===== config.mk =====
export PLATFORM = sky130hd
export DESIGN_NAME = optics_neighbor_core_distance_top
export DESIGN_NICKNAME = d
export VERILOG_FILES = /design/src/hw/rtl/ocd_pkg.sv /design/src/hw/rtl/ocd_cfg_regs.sv /design/src/hw/rtl/ocd_rank_list.sv /design/src/hw/rtl/optics_neighbor_core_distance_top.sv
export SDC_FILE = /design/constraint.sdc
export NUM_CORES = 2
export LEC_CHECK = 0
export BUFFER_PORTS_ARGS = -buffer_cell sky130_fd_sc_hd__clkbuf_2
export CAP_MARGIN = 40
export CORE_MARGIN = 3
export CORE_UTILIZATION = 40
export DETAILED_ROUTE_END_ITERATION = 7
export SLEW_MARGIN = 20
export SYNTH_ARGS = -nofsm -noshare
export SYNTH_HDL_FRONTEND = slang
export SYNTH_HIERARCHICAL = 1
export SYNTH_SLANG_ARGS = --single-unit
export TNS_END_PERCENT = 5

===== constraint.sdc =====
create_clock -name i_clk -period 25.1 [get_ports i_clk]
set_input_delay 5.02 -clock i_clk [delete_from_list [all_inputs] [get_ports i_clk]]
set_output_delay 5.02 -clock i_clk [all_outputs]
set_load 0.005 [all_outputs]

===== src/hw/rtl/ocd_pkg.sv =====
`timescale 1ns / 1ps
// ----------------------------------------------------------------------------
// ocd_pkg
// shared types and constants for the optics neighbor / core distance block
// ----------------------------------------------------------------------------
package ocd_pkg;

    localparam int IDX_W   = 10;
    localparam int DIST_W  = 32;
    localparam int COUNT_W = 11;
    localparam int MINP_W  = 4;
    localparam int CFG_IDX_W = 2;

    // default depth of the sorted distance list
    localparam int RANK_DEPTH = 16;

    localparam logic [DIST_W-1:0]  DIST_EMPTY    = '1;
    localparam logic [COUNT_W-1:0] COUNT_MAX     = '1;
    localparam logic [DIST_W-1:0]  EPS_RESET     = 32'h0001_0000;
    localparam logic [MINP_W-1:0]  MIN_PTS_RESET = 4'd4;

    // configuration register indexes
    localparam logic [CFG_IDX_W-1:0] CFG_EPS     = 2'd0;
    localparam logic [CFG_IDX_W-1:0] CFG_MIN_PTS = 2'd1;

    typedef struct packed {
        logic [IDX_W-1:0]  row_index;
        logic [IDX_W-1:0]  column_index;
        logic [DIST_W-1:0] pair_distance;
        logic              last_in_row;
    } t_in_word;

    typedef struct packed {
        logic [IDX_W-1:0]   neighbor_index;
        logic               is_neighbor;
        logic               row_done;
        logic [COUNT_W-1:0] neighbor_total;
        logic               core_valid;
        logic [DIST_W-1:0]  core_dist;
    } t_out_word;

    typedef struct packed {
        logic [DIST_W-1:0] eps_threshold;
        logic [MINP_W-1:0] min_points;
    } t_cfg;

endpackage


===== src/hw/rtl/ocd_cfg_regs.sv =====
`timescale 1ns / 1ps
// ----------------------------------------------------------------------------
// ocd_cfg_regs
// configuration register file: eps threshold and min points
// ----------------------------------------------------------------------------
module ocd_cfg_regs
    import ocd_pkg::*;
(
    input  logic                 i_clk,
    input  logic                 i_rst_n,
    input  logic                 i_cfg_valid,
    output logic                 o_cfg_ready,
    input  logic [CFG_IDX_W-1:0] i_cfg_index,
    input  logic [DIST_W-1:0]    i_cfg_data,
    output t_cfg                 o_cfg
);

    t_cfg r_cfg;

    assign o_cfg_ready = 1'b1;
    assign o_cfg       = r_cfg;

    always_ff @(posedge i_clk) begin
        if (!i_rst_n) begin
            r_cfg.eps_threshold <= EPS_RESET;
            r_cfg.min_points    <= MIN_PTS_RESET;
        end else if (i_cfg_valid) begin
            case (i_cfg_index)
                CFG_EPS:     r_cfg.eps_threshold <= i_cfg_data;
                CFG_MIN_PTS: r_cfg.min_points    <= i_cfg_data[MINP_W-1:0];
                default:     ;
            endcase
        end
    end

endmodule


===== src/hw/rtl/ocd_rank_list.sv =====
`timescale 1ns / 1ps
// ----------------------------------------------------------------------------
// ocd_rank_list
// sorted list of the smallest row distances, parallel compare and shift
// ----------------------------------------------------------------------------
module ocd_rank_list
    import ocd_pkg::*;
#(
    parameter int MAX_RANK = RANK_DEPTH
)(
    input  logic              i_clk,
    input  logic              i_rst_n,
    input  logic              i_update,
    input  logic              i_clear,
    input  logic [DIST_W-1:0] i_dist,
    input  logic [MINP_W-1:0] i_rank,
    output logic [DIST_W-1:0] o_rank_dist
);

    localparam int IW = (MAX_RANK > 1) ? $clog2(MAX_RANK) : 1;

    logic [DIST_W-1:0] r_list [MAX_RANK];
    logic [DIST_W-1:0] n_list [MAX_RANK];
    logic [MAX_RANK-1:0] le;
    logic [IW-1:0] sel;
    logic sorted;

    // le is a prefix of ones since the list stays ascending
    always_comb begin
        for (int i = 0; i < MAX_RANK; i++) begin
            le[i] = (r_list[i] <= i_dist);
        end
        for (int i = 0; i < MAX_RANK; i++) begin
            if (le[i]) begin
                n_list[i] = r_list[i];
            end else if (i == 0) begin
                n_list[i] = i_dist;
            end else if (le[i-1]) begin
                n_list[i] = i_dist;
            end else begin
                n_list[i] = r_list[i-1];
            end
        end
    end

    // rank past the end of storage picks the last slot
    always_comb begin
        if (int'(i_rank) >= MAX_RANK) begin
            sel = IW'(MAX_RANK - 1);
        end else begin
            sel = IW'(i_rank);
        end
    end

    assign o_rank_dist = n_list[sel];

    always_ff @(posedge i_clk) begin
        if (!i_rst_n) begin
            for (int i = 0; i < MAX_RANK; i++) begin
                r_list[i] <= DIST_EMPTY;
            end
        end else if (i_update) begin
            for (int i = 0; i < MAX_RANK; i++) begin
                r_list[i] <= i_clear ? DIST_EMPTY : n_list[i];
            end
        end
    end

    always_comb begin
        sorted = 1'b1;
        for (int i = 0; i < MAX_RANK - 1; i++) begin
            if (r_list[i] > r_list[i+1]) begin
                sorted = 1'b0;
            end
        end
    end

    a_sorted: assert property (@(posedge i_clk) disable iff (!i_rst_n) sorted)
        else $error("distance list out of order");

    a_cleared: assert property (@(posedge i_clk) disable iff (!i_rst_n)
        i_update && i_clear |=> r_list[MAX_RANK-1] == DIST_EMPTY && r_list[0] == DIST_EMPTY)
        else $error("distance list not cleared after row");

    a_pick_in_list: assert property (@(posedge i_clk) disable iff (!i_rst_n)
        i_update && !le[0] |-> n_list[0] == i_dist)
        else $error("new minimum not placed at head");

endmodule


===== src/hw/rtl/optics_neighbor_core_distance_top.sv =====
`timescale 1ns / 1ps
// ----------------------------------------------------------------------------
// optics_neighbor_core_distance_top
// optics neighborhood flag and core distance over one streamed matrix row
//
// distances of one row arrive one word per cycle; each word is flagged as a
// neighbor when its column differs from its row and its distance is at most
// eps, a saturating neighbor count runs over the row, and the smallest
// MAX_RANK distances are kept in a sorted list. the word marked last in row
// returns the count and, when the count reaches min points, the
// (min points + 1)-th smallest distance of the row, after which the row
// state clears. throughput is one word per cycle while the output does not
// stall; words pass the input and then the result register. per cycle the
// work is the MAX_RANK-wide sorted list compare and shift, then rank select.
// ----------------------------------------------------------------------------
module optics_neighbor_core_distance_top
    import ocd_pkg::*;
#(
    parameter int MAX_RANK = RANK_DEPTH
)(
    input  logic                 i_clk,
    input  logic                 i_rst_n,
    // input word channel
    input  logic                 i_in_valid,
    output logic                 o_in_stall,
    input  t_in_word             i_in_word,
    // result word channel
    output logic                 o_out_valid,
    input  logic                 i_out_stall,
    output t_out_word            o_out_word,
    // configuration write channel
    input  logic                 i_cfg_valid,
    output logic                 o_cfg_ready,
    input  logic [CFG_IDX_W-1:0] i_cfg_index,
    input  logic [DIST_W-1:0]    i_cfg_data
);

    t_cfg cfg;

    // input register and result register
    logic      r_in_valid;
    t_in_word  r_in;
    logic      r_out_valid;
    t_out_word r_out;

    logic [COUNT_W-1:0] r_count;
    logic [COUNT_W-1:0] n_count;

    logic              move;      // result register can take a new word
    logic              fire;      // word in the input register is processed
    logic              nb;
    logic              core_ok;
    logic [DIST_W-1:0] rank_dist;
    t_out_word         n_out;

    ocd_cfg_regs u_cfg (
        .i_clk       (i_clk),
        .i_rst_n     (i_rst_n),
        .i_cfg_valid (i_cfg_valid),
        .o_cfg_ready (o_cfg_ready),
        .i_cfg_index (i_cfg_index),
        .i_cfg_data  (i_cfg_data),
        .o_cfg       (cfg)
    );

    // result register frees up when empty or when its word is taken
    assign move = !r_out_valid || !i_out_stall;
    assign fire = r_in_valid && move;

    // input side only waits while a word is held and cannot move on
    assign o_in_stall = r_in_valid && !move;

    // neighbor test against this word's own row index
    assign nb = (r_in.row_index != r_in.column_index)
              && (r_in.pair_distance <= cfg.eps_threshold);

    // saturating row neighbor count, this word included
    always_comb begin
        if (nb && (r_count != COUNT_MAX)) begin
            n_count = r_count + COUNT_W'(1);
        end else begin
            n_count = r_count;
        end
    end

    ocd_rank_list #(
        .MAX_RANK (MAX_RANK)
    ) u_rank (
        .i_clk       (i_clk),
        .i_rst_n     (i_rst_n),
        .i_update    (fire),
        .i_clear     (r_in.last_in_row),
        .i_dist      (r_in.pair_distance),
        .i_rank      (cfg.min_points),
        .o_rank_dist (rank_dist)
    );

    assign core_ok = n_count >= COUNT_W'(cfg.min_points);

    // row summary fields are only filled on the last word of a row
    always_comb begin
        n_out.neighbor_index = r_in.column_index;
        n_out.is_neighbor    = nb;
        n_out.row_done       = r_in.last_in_row;
        n_out.neighbor_total = '0;
        n_out.core_valid     = 1'b0;
        n_out.core_dist      = '0;
        if (r_in.last_in_row) begin
            n_out.neighbor_total = n_count;
            n_out.core_valid     = core_ok;
            n_out.core_dist      = core_ok ? rank_dist : '0;
        end
    end

    // control registers
    always_ff @(posedge i_clk) begin
        if (!i_rst_n) begin
            r_in_valid  <= 1'b0;
            r_out_valid <= 1'b0;
            r_count     <= '0;
        end else begin
            if (!o_in_stall) begin
                r_in_valid <= i_in_valid;
            end
            if (move) begin
                r_out_valid <= r_in_valid;
            end
            if (fire) begin
                r_count <= r_in.last_in_row ? '0 : n_count;
            end
        end
    end

    // payload registers
    always_ff @(posedge i_clk) begin
        if (!o_in_stall && i_in_valid) begin
            r_in <= i_in_word;
        end
        if (fire) begin
            r_out <= n_out;
        end
    end

    assign o_out_valid = r_out_valid;
    assign o_out_word  = r_out;

    a_mid_row_zero: assert property (@(posedge i_clk) disable iff (!i_rst_n)
        o_out_valid && !o_out_word.row_done |->
            o_out_word.neighbor_total == '0 && !o_out_word.core_valid
            && o_out_word.core_dist == '0)
        else $error("row summary present on a word that is not last in row");

    a_last_counted: assert property (@(posedge i_clk) disable iff (!i_rst_n)
        o_out_valid && o_out_word.row_done && o_out_word.is_neighbor |->
            o_out_word.neighbor_total != '0)
        else $error("neighbor on last word missing from row total");

    a_count_cleared: assert property (@(posedge i_clk) disable iff (!i_rst_n)
        fire && r_in.last_in_row |=> r_count == '0)
        else $error("neighbor count not cleared after row");

endmodule

* Word level (Yosys, flattened, before mapping)
Memory sizes are Yosys's and may differ from the RTL's.
Index checks and enable logic that the tools add are counted.
** Storage, ports and cells
- Memories :: 1
- Bits in writable memories :: 512
- Logic and storage cells :: 142
- Bits in read-only memories :: 0
- Register bits after elaboration :: 158
- Output and inout port bits :: 59
- Bits in latches :: 0
- Input port bits :: 92
** Memories
- u_rank.r_list :: depth 16, bits a word 32, rd ports 16, clocked after Yosys merged registers in 0, wr ports 16, RTL line ocd_rank_list.sv:22 : logic [DIST_W-1:0] r_list [MAX_RANK];
** Operators by class
- Magnitude comparators :: 19
- Equality and inequality tests :: 3
- Muxes and demuxes :: 72
- Bitwise gates (word level) :: 17
- Add/subtract/negate cells :: 1
- Shift operators :: 0
- Divide/modulo/power cells :: 0
- Multiply operators :: 0
- Reductions and logical operators :: 14
** Operator list (number)
- 32-bit 2-to-1 mux :: 65
- 32-bit <= comparator :: 17
- 32-bit binary-select mux with 4-bit select :: 1
- 11-bit 2-to-1 mux :: 2
- 1-bit OR :: 16
- 11-bit by 1-bit adder with 11-bit output, second input constant :: 1
- 11-bit by 4-bit greater-or-equal comparator with 1-bit output :: 1
- 11-bit != test, second input constant :: 1
- 10-bit != test :: 1
- 2-bit AND reduction :: 3
- 5-bit greater-or-equal comparator, second input constant :: 1
- 1-bit logical AND :: 5
- 4-bit NOT with 5-bit output :: 1
- 1-bit logical NOT :: 4
- 1-bit 2-to-1 mux :: 4
- 2-bit by 1-bit == test with 1-bit output, second input constant :: 1
- 2-bit logical NOT :: 1
- 1-bit logical OR :: 1

* Logic depth before layout (Yosys ltp)
- Word-level depth :: 7
- Depth in mapped cells :: 19
- Mapped depth without buffers :: 17

* By module
Netlist, hierarchy kept.
** By module, submodules not included
- ocd_rank_list :: cells an instance 5066, area each 45272.2 sq um, times used 1, sequential area each 15374.7 sq um
- optics_neighbor_core_distance_top :: cells an instance 435, area each 5793.1 sq um, times used 1, sequential area each 3533.4 sq um
- ocd_cfg_regs :: cells an instance 156, area each 1487.7 sq um, times used 1, sequential area each 720.7 sq um

* Worst setup path after synthesis
OpenSTA, ideal clock, no wires.
- Kind :: input to register
- Start point :: input port i_out_stall
- End point :: memory u_rank.r_list[0][0] (enable)
- Setup time :: 968 ps
- Path buffers :: 0
- Arrival time :: 18554 ps
- Data required time :: 24132 ps
- Slack :: 5579 ps
- Cell stages on the path :: 4
- Cell sequence :: nand2_1 -> nand2_1 -> inv_1 -> nand2b_1
** RTL lines
- start, declared :: RTL line optics_neighbor_core_distance_top.sv:29 : input logic i_out_stall,
- end, declared :: RTL line ocd_rank_list.sv:22

* Worst setup path in the final report
- Start point :: input port i_out_stall
- End point :: output port o_in_stall
** On the way
- Cells in the longest elaborated chain, start to end :: 4
** Ends and longest elaborated chain
- 1-bit logical NOT :: RTL line optics_neighbor_core_distance_top.sv:67 : assign move = !r_out_valid || !i_out_stall;
- 1-bit logical OR :: RTL line optics_neighbor_core_distance_top.sv:67
- 1-bit logical NOT :: RTL line optics_neighbor_core_distance_top.sv:71 : assign o_in_stall = r_in_valid && !move;
- 1-bit logical AND :: RTL line optics_neighbor_core_distance_top.sv:71
- end, declared :: RTL line optics_neighbor_core_distance_top.sv:25 : output logic o_in_stall,
Every way passes these cells.

==> results.md <==
Run status:
- The run finished with clean final reports.

Timing:
- The number of endpoints with negative hold slack in the final report is 0.
- Measured against its own limit, the worst slew margin works out to between 10% and 20%.
- The number of max-slew violations in the final report is 0.
- The transition at the pin with the smallest max-transition slack is 1.288 ns.
- The setup violation total in the final timing report is 0.
- Dividing the final minimum period by the clock period gives a little over two fifths.
- The setup clock skew after layout is approximately 0.041 ns.
- The time the worst path needs with I/O delays and setup is 10.52 ns.
- Once routing completed, OpenROAD measured the worst setup slack at 14.58 ns.
- The setup total negative slack is 0 ns.
- Setup repair after global routing left no endpoint under its margin.
- The top achievable clock speed is roughly 0.095 GHz.

Die:
- The die area is 135800 um^2.
- The number of I/O pins is between 150 and 200.
- Measured along the y axis, the die boundary spans 368.5 um.
- The total area inside the core boundary comes to between 100000 and 150000 um^2.
- Once the floorplan was initialized, standard cells occupied between 40% and 50% of the core.
- The floorplan step set the die width to roughly 370 um.
- The total number of placement rows is between 100 and 150.

Worst setup path:
- For the worst setup path, the data required time is around 20 ns.
- STA puts the critical path data arrival time at ~5.5 ns.
- The type of the worst setup path is in -> out.
- The startpoint kind of the worst setup timing path is an input port.
- The worst setup path is captured at an output port.
- Along the worst path, the maximum fanout reaches 3.

GRT:
- The overall overflow remaining after global route is 0.
- The initial antenna violation count is 9.
- The via count of the first global-routing pass came to 45260.
- The total routing usage reported by global routing is between 20% and 30%.
- The pin count of the biggest net entering global routing is 193.
- The first-pass GRT wire length is roughly 300 mm.

Synthesis:
- After synthesis, the cell types taking the most area are edfxtp_1, ha_1, nand2_1.
- The share of the synthesized area in the top cell type is between 30% and 40%.
- The leading register cell type out of synthesis is edfxtp_1.
- After synthesis the netlist holds a flip-flop and latch count of 670.
- The cell area that synthesis handed to floorplanning was 52550 um^2.
- Yosys mapped a number of flops with a built-in enable equal to roughly 620.
- The sequential area share after synthesis is between 30% and 40%.
- The largest total area in the synthesized netlist belongs to edfxtp_1.
- In the synthesized netlist the async set-or-reset flop fraction comes to 0%.
- Yosys printed 6 warnings.
- Synthesis handed over a netlist of 5657 instances.
- Each instance of the synthesized netlist takes up on average around 9.3 um^2.
- Counting distinct cell types in the post-synthesis netlist gives between 90 and 100.
- The number of nets handed over by synthesis was about 6300.

Drt:
- The final routed wirelength across all metal layers is just over 200 mm.
- The remaining number of nets flagged by the antenna check after routing is 0.
- The first routing iteration left 6632 violations.
- The number of vias per cell after detailed routing is roughly 6.5.
- The number of design rule violations left after detail routing is 0.
- In the final routed layout, each cell accounts on average for between 20 and 30 um.
- The number of detailed-route iterations in the first pass is 6.
- The total vias in the final route is between 40000 and 50000.

Power and ir drop:
- The share of total power dissipated in the clock network is 37.1%.
- Combinational logic is responsible for between 20% and 30% of the overall power.
- Summed over all cells, the static leakage comes to around 20 nW.
- Net switching is 32.76% of the power.
- The share of power burned in registers is between 40% and 50%.
- Summing internal, switching and leakage power gives around 3.2 mW.
- The peak supply drop is between 0.06 and 0.07 mV.
- In this run the power spent charging and discharging nets is approximately 1.0 mW.
- The internal portion of the total power is approximately 2.1 mW.
- The power density relative to cell area is 55.07 nW/um^2.

Worst hold path:
- The worst min-delay path class is reg -> reg.

Final layout:
- The share of cells above drive strength 1 is between 10 and 15%.
- The net count of the finished layout is 6263.
- Once layout is complete, the utilization of the core stands at approximately 45%.
- Relative to the synthesized area, the layout overhead comes to 10.36%.

Clocking:
- The CTS tree is yes.
- For this design, the sink count on the clock tree is 670.
- The deepest clock path buffer count is 3.
- The clock reaches the later pin of the worst-skew pair after just over 0.7 ns.
- The clock transition time at the flip-flop clock pins of the worst setup and hold paths is around 0.060 ns.
- The H-tree depth is 3.
- The number of buffers created by CTS is 84.
- Gates resized during post-CTS repair numbered 0.
- The post-cts hold buffer count is 0.
- The tree is rooted in a clkbuf_16.
- The number of setup buffers added after CTS is 0.

Placed design:
- Detailed placement finished with a half-perimeter wire length of approximately 140 mm.
- Timing analysis after detailed placement gives a worst setup slack of about 15 ns.
- Routability-driven placement finished with a final weighted congestion of between 0.9 and 1.
- The number of input and output port buffers inserted is between 100 and 150.

Run:
- The max-cap violation count is 0.
layout by cell type, fill, tap and decap left out, types with 16 or more instances in the layout:
master,instances
clkbuf_16,84
a2bb2oi_1,32
a22oi_1,37
nand2b_1,44
mux2i_1,281
buf_4,148
o22a_1,16
o221a_2,43
clkbuf_1,20
edfxtp_1,621
nand4_1,159
o311ai_0,134
a2111oi_0,22
nor4_1,50
a211oi_1,56
a21oi_1,351
o31ai_1,24
nor3_1,104
o2111ai_1,31
a221oi_1,36
a21boi_2,29
nor2_1,402
nand2_1,800
ha_1,549
or2_2,28
o21ai_0,227
inv_1,159
o221ai_1,81
nand3_1,143
a21o_1,26
o211ai_1,311
clkbuf_2,149
nor2b_1,24
and2_1,20
dfxtp_1,49
mux2_2,37
clkinv_1,23
power by group through the flow:
stage	clock network, mW	logic [mW]	registers (mW)
after CTS	1.20	0.686	1.30
final	1.18	0.711	1.30
after global placement	0	0.663	1.32
after global routing	1.24	0.767	1.30
after floorplan	0	0.458	1.34
after detailed placement	0	0.684	1.32
path summary, 6_finish.rpt:
kind | startpoint | end | slack [ns] | cells past startpoint
max | i_out_stall | o_in_stall | 14.58 | 3
min | u_cfg/o_cfg[14] | u_cfg/o_cfg[14] | 0.45 | 2
max reg2reg | r_in[31] | o_out_word[24] | 18.35 | 15
min reg2reg | u_cfg/o_cfg[14] | u_cfg/o_cfg[14] | 0.45 | 2
sequential cells by signal, indices dropped and copies added (netlist names):
register and flops:
n_out 11, o_out_valid 1, o_out_word 56, r_count 11
r_in 42, r_in_valid 1, u_cfg/o_cfg 36, u_rank/r_list 512
cell usage after synthesis, types with 22 or more instances:
library cell / instances
o31ai_1: 24
buf_2: 81
nor4_1: 50
nand2b_1: 46
nand3_1: 143
a21o_1: 28
a2bb2oi_1: 32
mux2i_1: 284
a211oi_1: 56
nand2_1: 803
edfxtp_1: 621
a2111oi_0: 22
o311ai_0: 134
buf_1: 46
mux2_2: 37
nor3_1: 105
o21ai_0: 227
nor2_1: 411
o2111ai_1: 31
dfxtp_1: 49
clkbuf_1: 301
ha_1: 549
a221oi_1: 36
o221ai_1: 81
nor2b_1: 29
a21oi_1: 356
o211ai_1: 311
inv_1: 160
or2_2: 28
a21boi_2: 29
a22oi_1: 37
o221a_2: 43
and2_1: 22
nand4_1: 159
critical path: stages:
cell	delay [ns]
clkbuf_2	0.10
and3_1	0.24
clkbuf_2	0.14
layer usage:
layer  global-route usage (%)  share of wire [%]  up-vias
met4                    9.237                3.5        2
li1                         -                  -    21790
met3                    7.464                 11      422
met5                        0             0.0055        -
met2                    43.74                 44     2806
met1                    39.06                 41    23510
cell families (layout without fill, tap and decap cells):
kind of cell	Yosys count	in the layout	share of synthesized area, %
buf+inv	610	639	4.836
fa+ha+maj	549	549	13.07
simple gates	1857	1857	15.94
compound gates	1628	1628	22.23
flops	670	670	37.35
mux	323	323	6.250
other cells	1	6	0.007136
xor+xnor	19	19	0.3167
cell type report:
class	count	area [um^2]
inverter	160	601.8
tap	1742	2180
multi-input combinational	4377	30640
antenna	5	12.51
fill	12370	71980
clock inverter	42	335.3
sequential	670	19630
clock buffer	108	2232
timing repair buffer	329	2364
metrics by stage:
stage / hold slack, ns / instances / cell area (um^2)
finish: 0.4547 / 7433 / 58000
global route: 0.4771 / 7428 / 57990
CTS: 0.4577 / 7417 / 57800
detailed placement: 0.4472 / 7267 / 55230
global placement: 0.4428 / 7249 / 54970
floorplan: 0.4347 / 5657 / 52550
No activity file was read; power rests on OpenSTA's default activity.
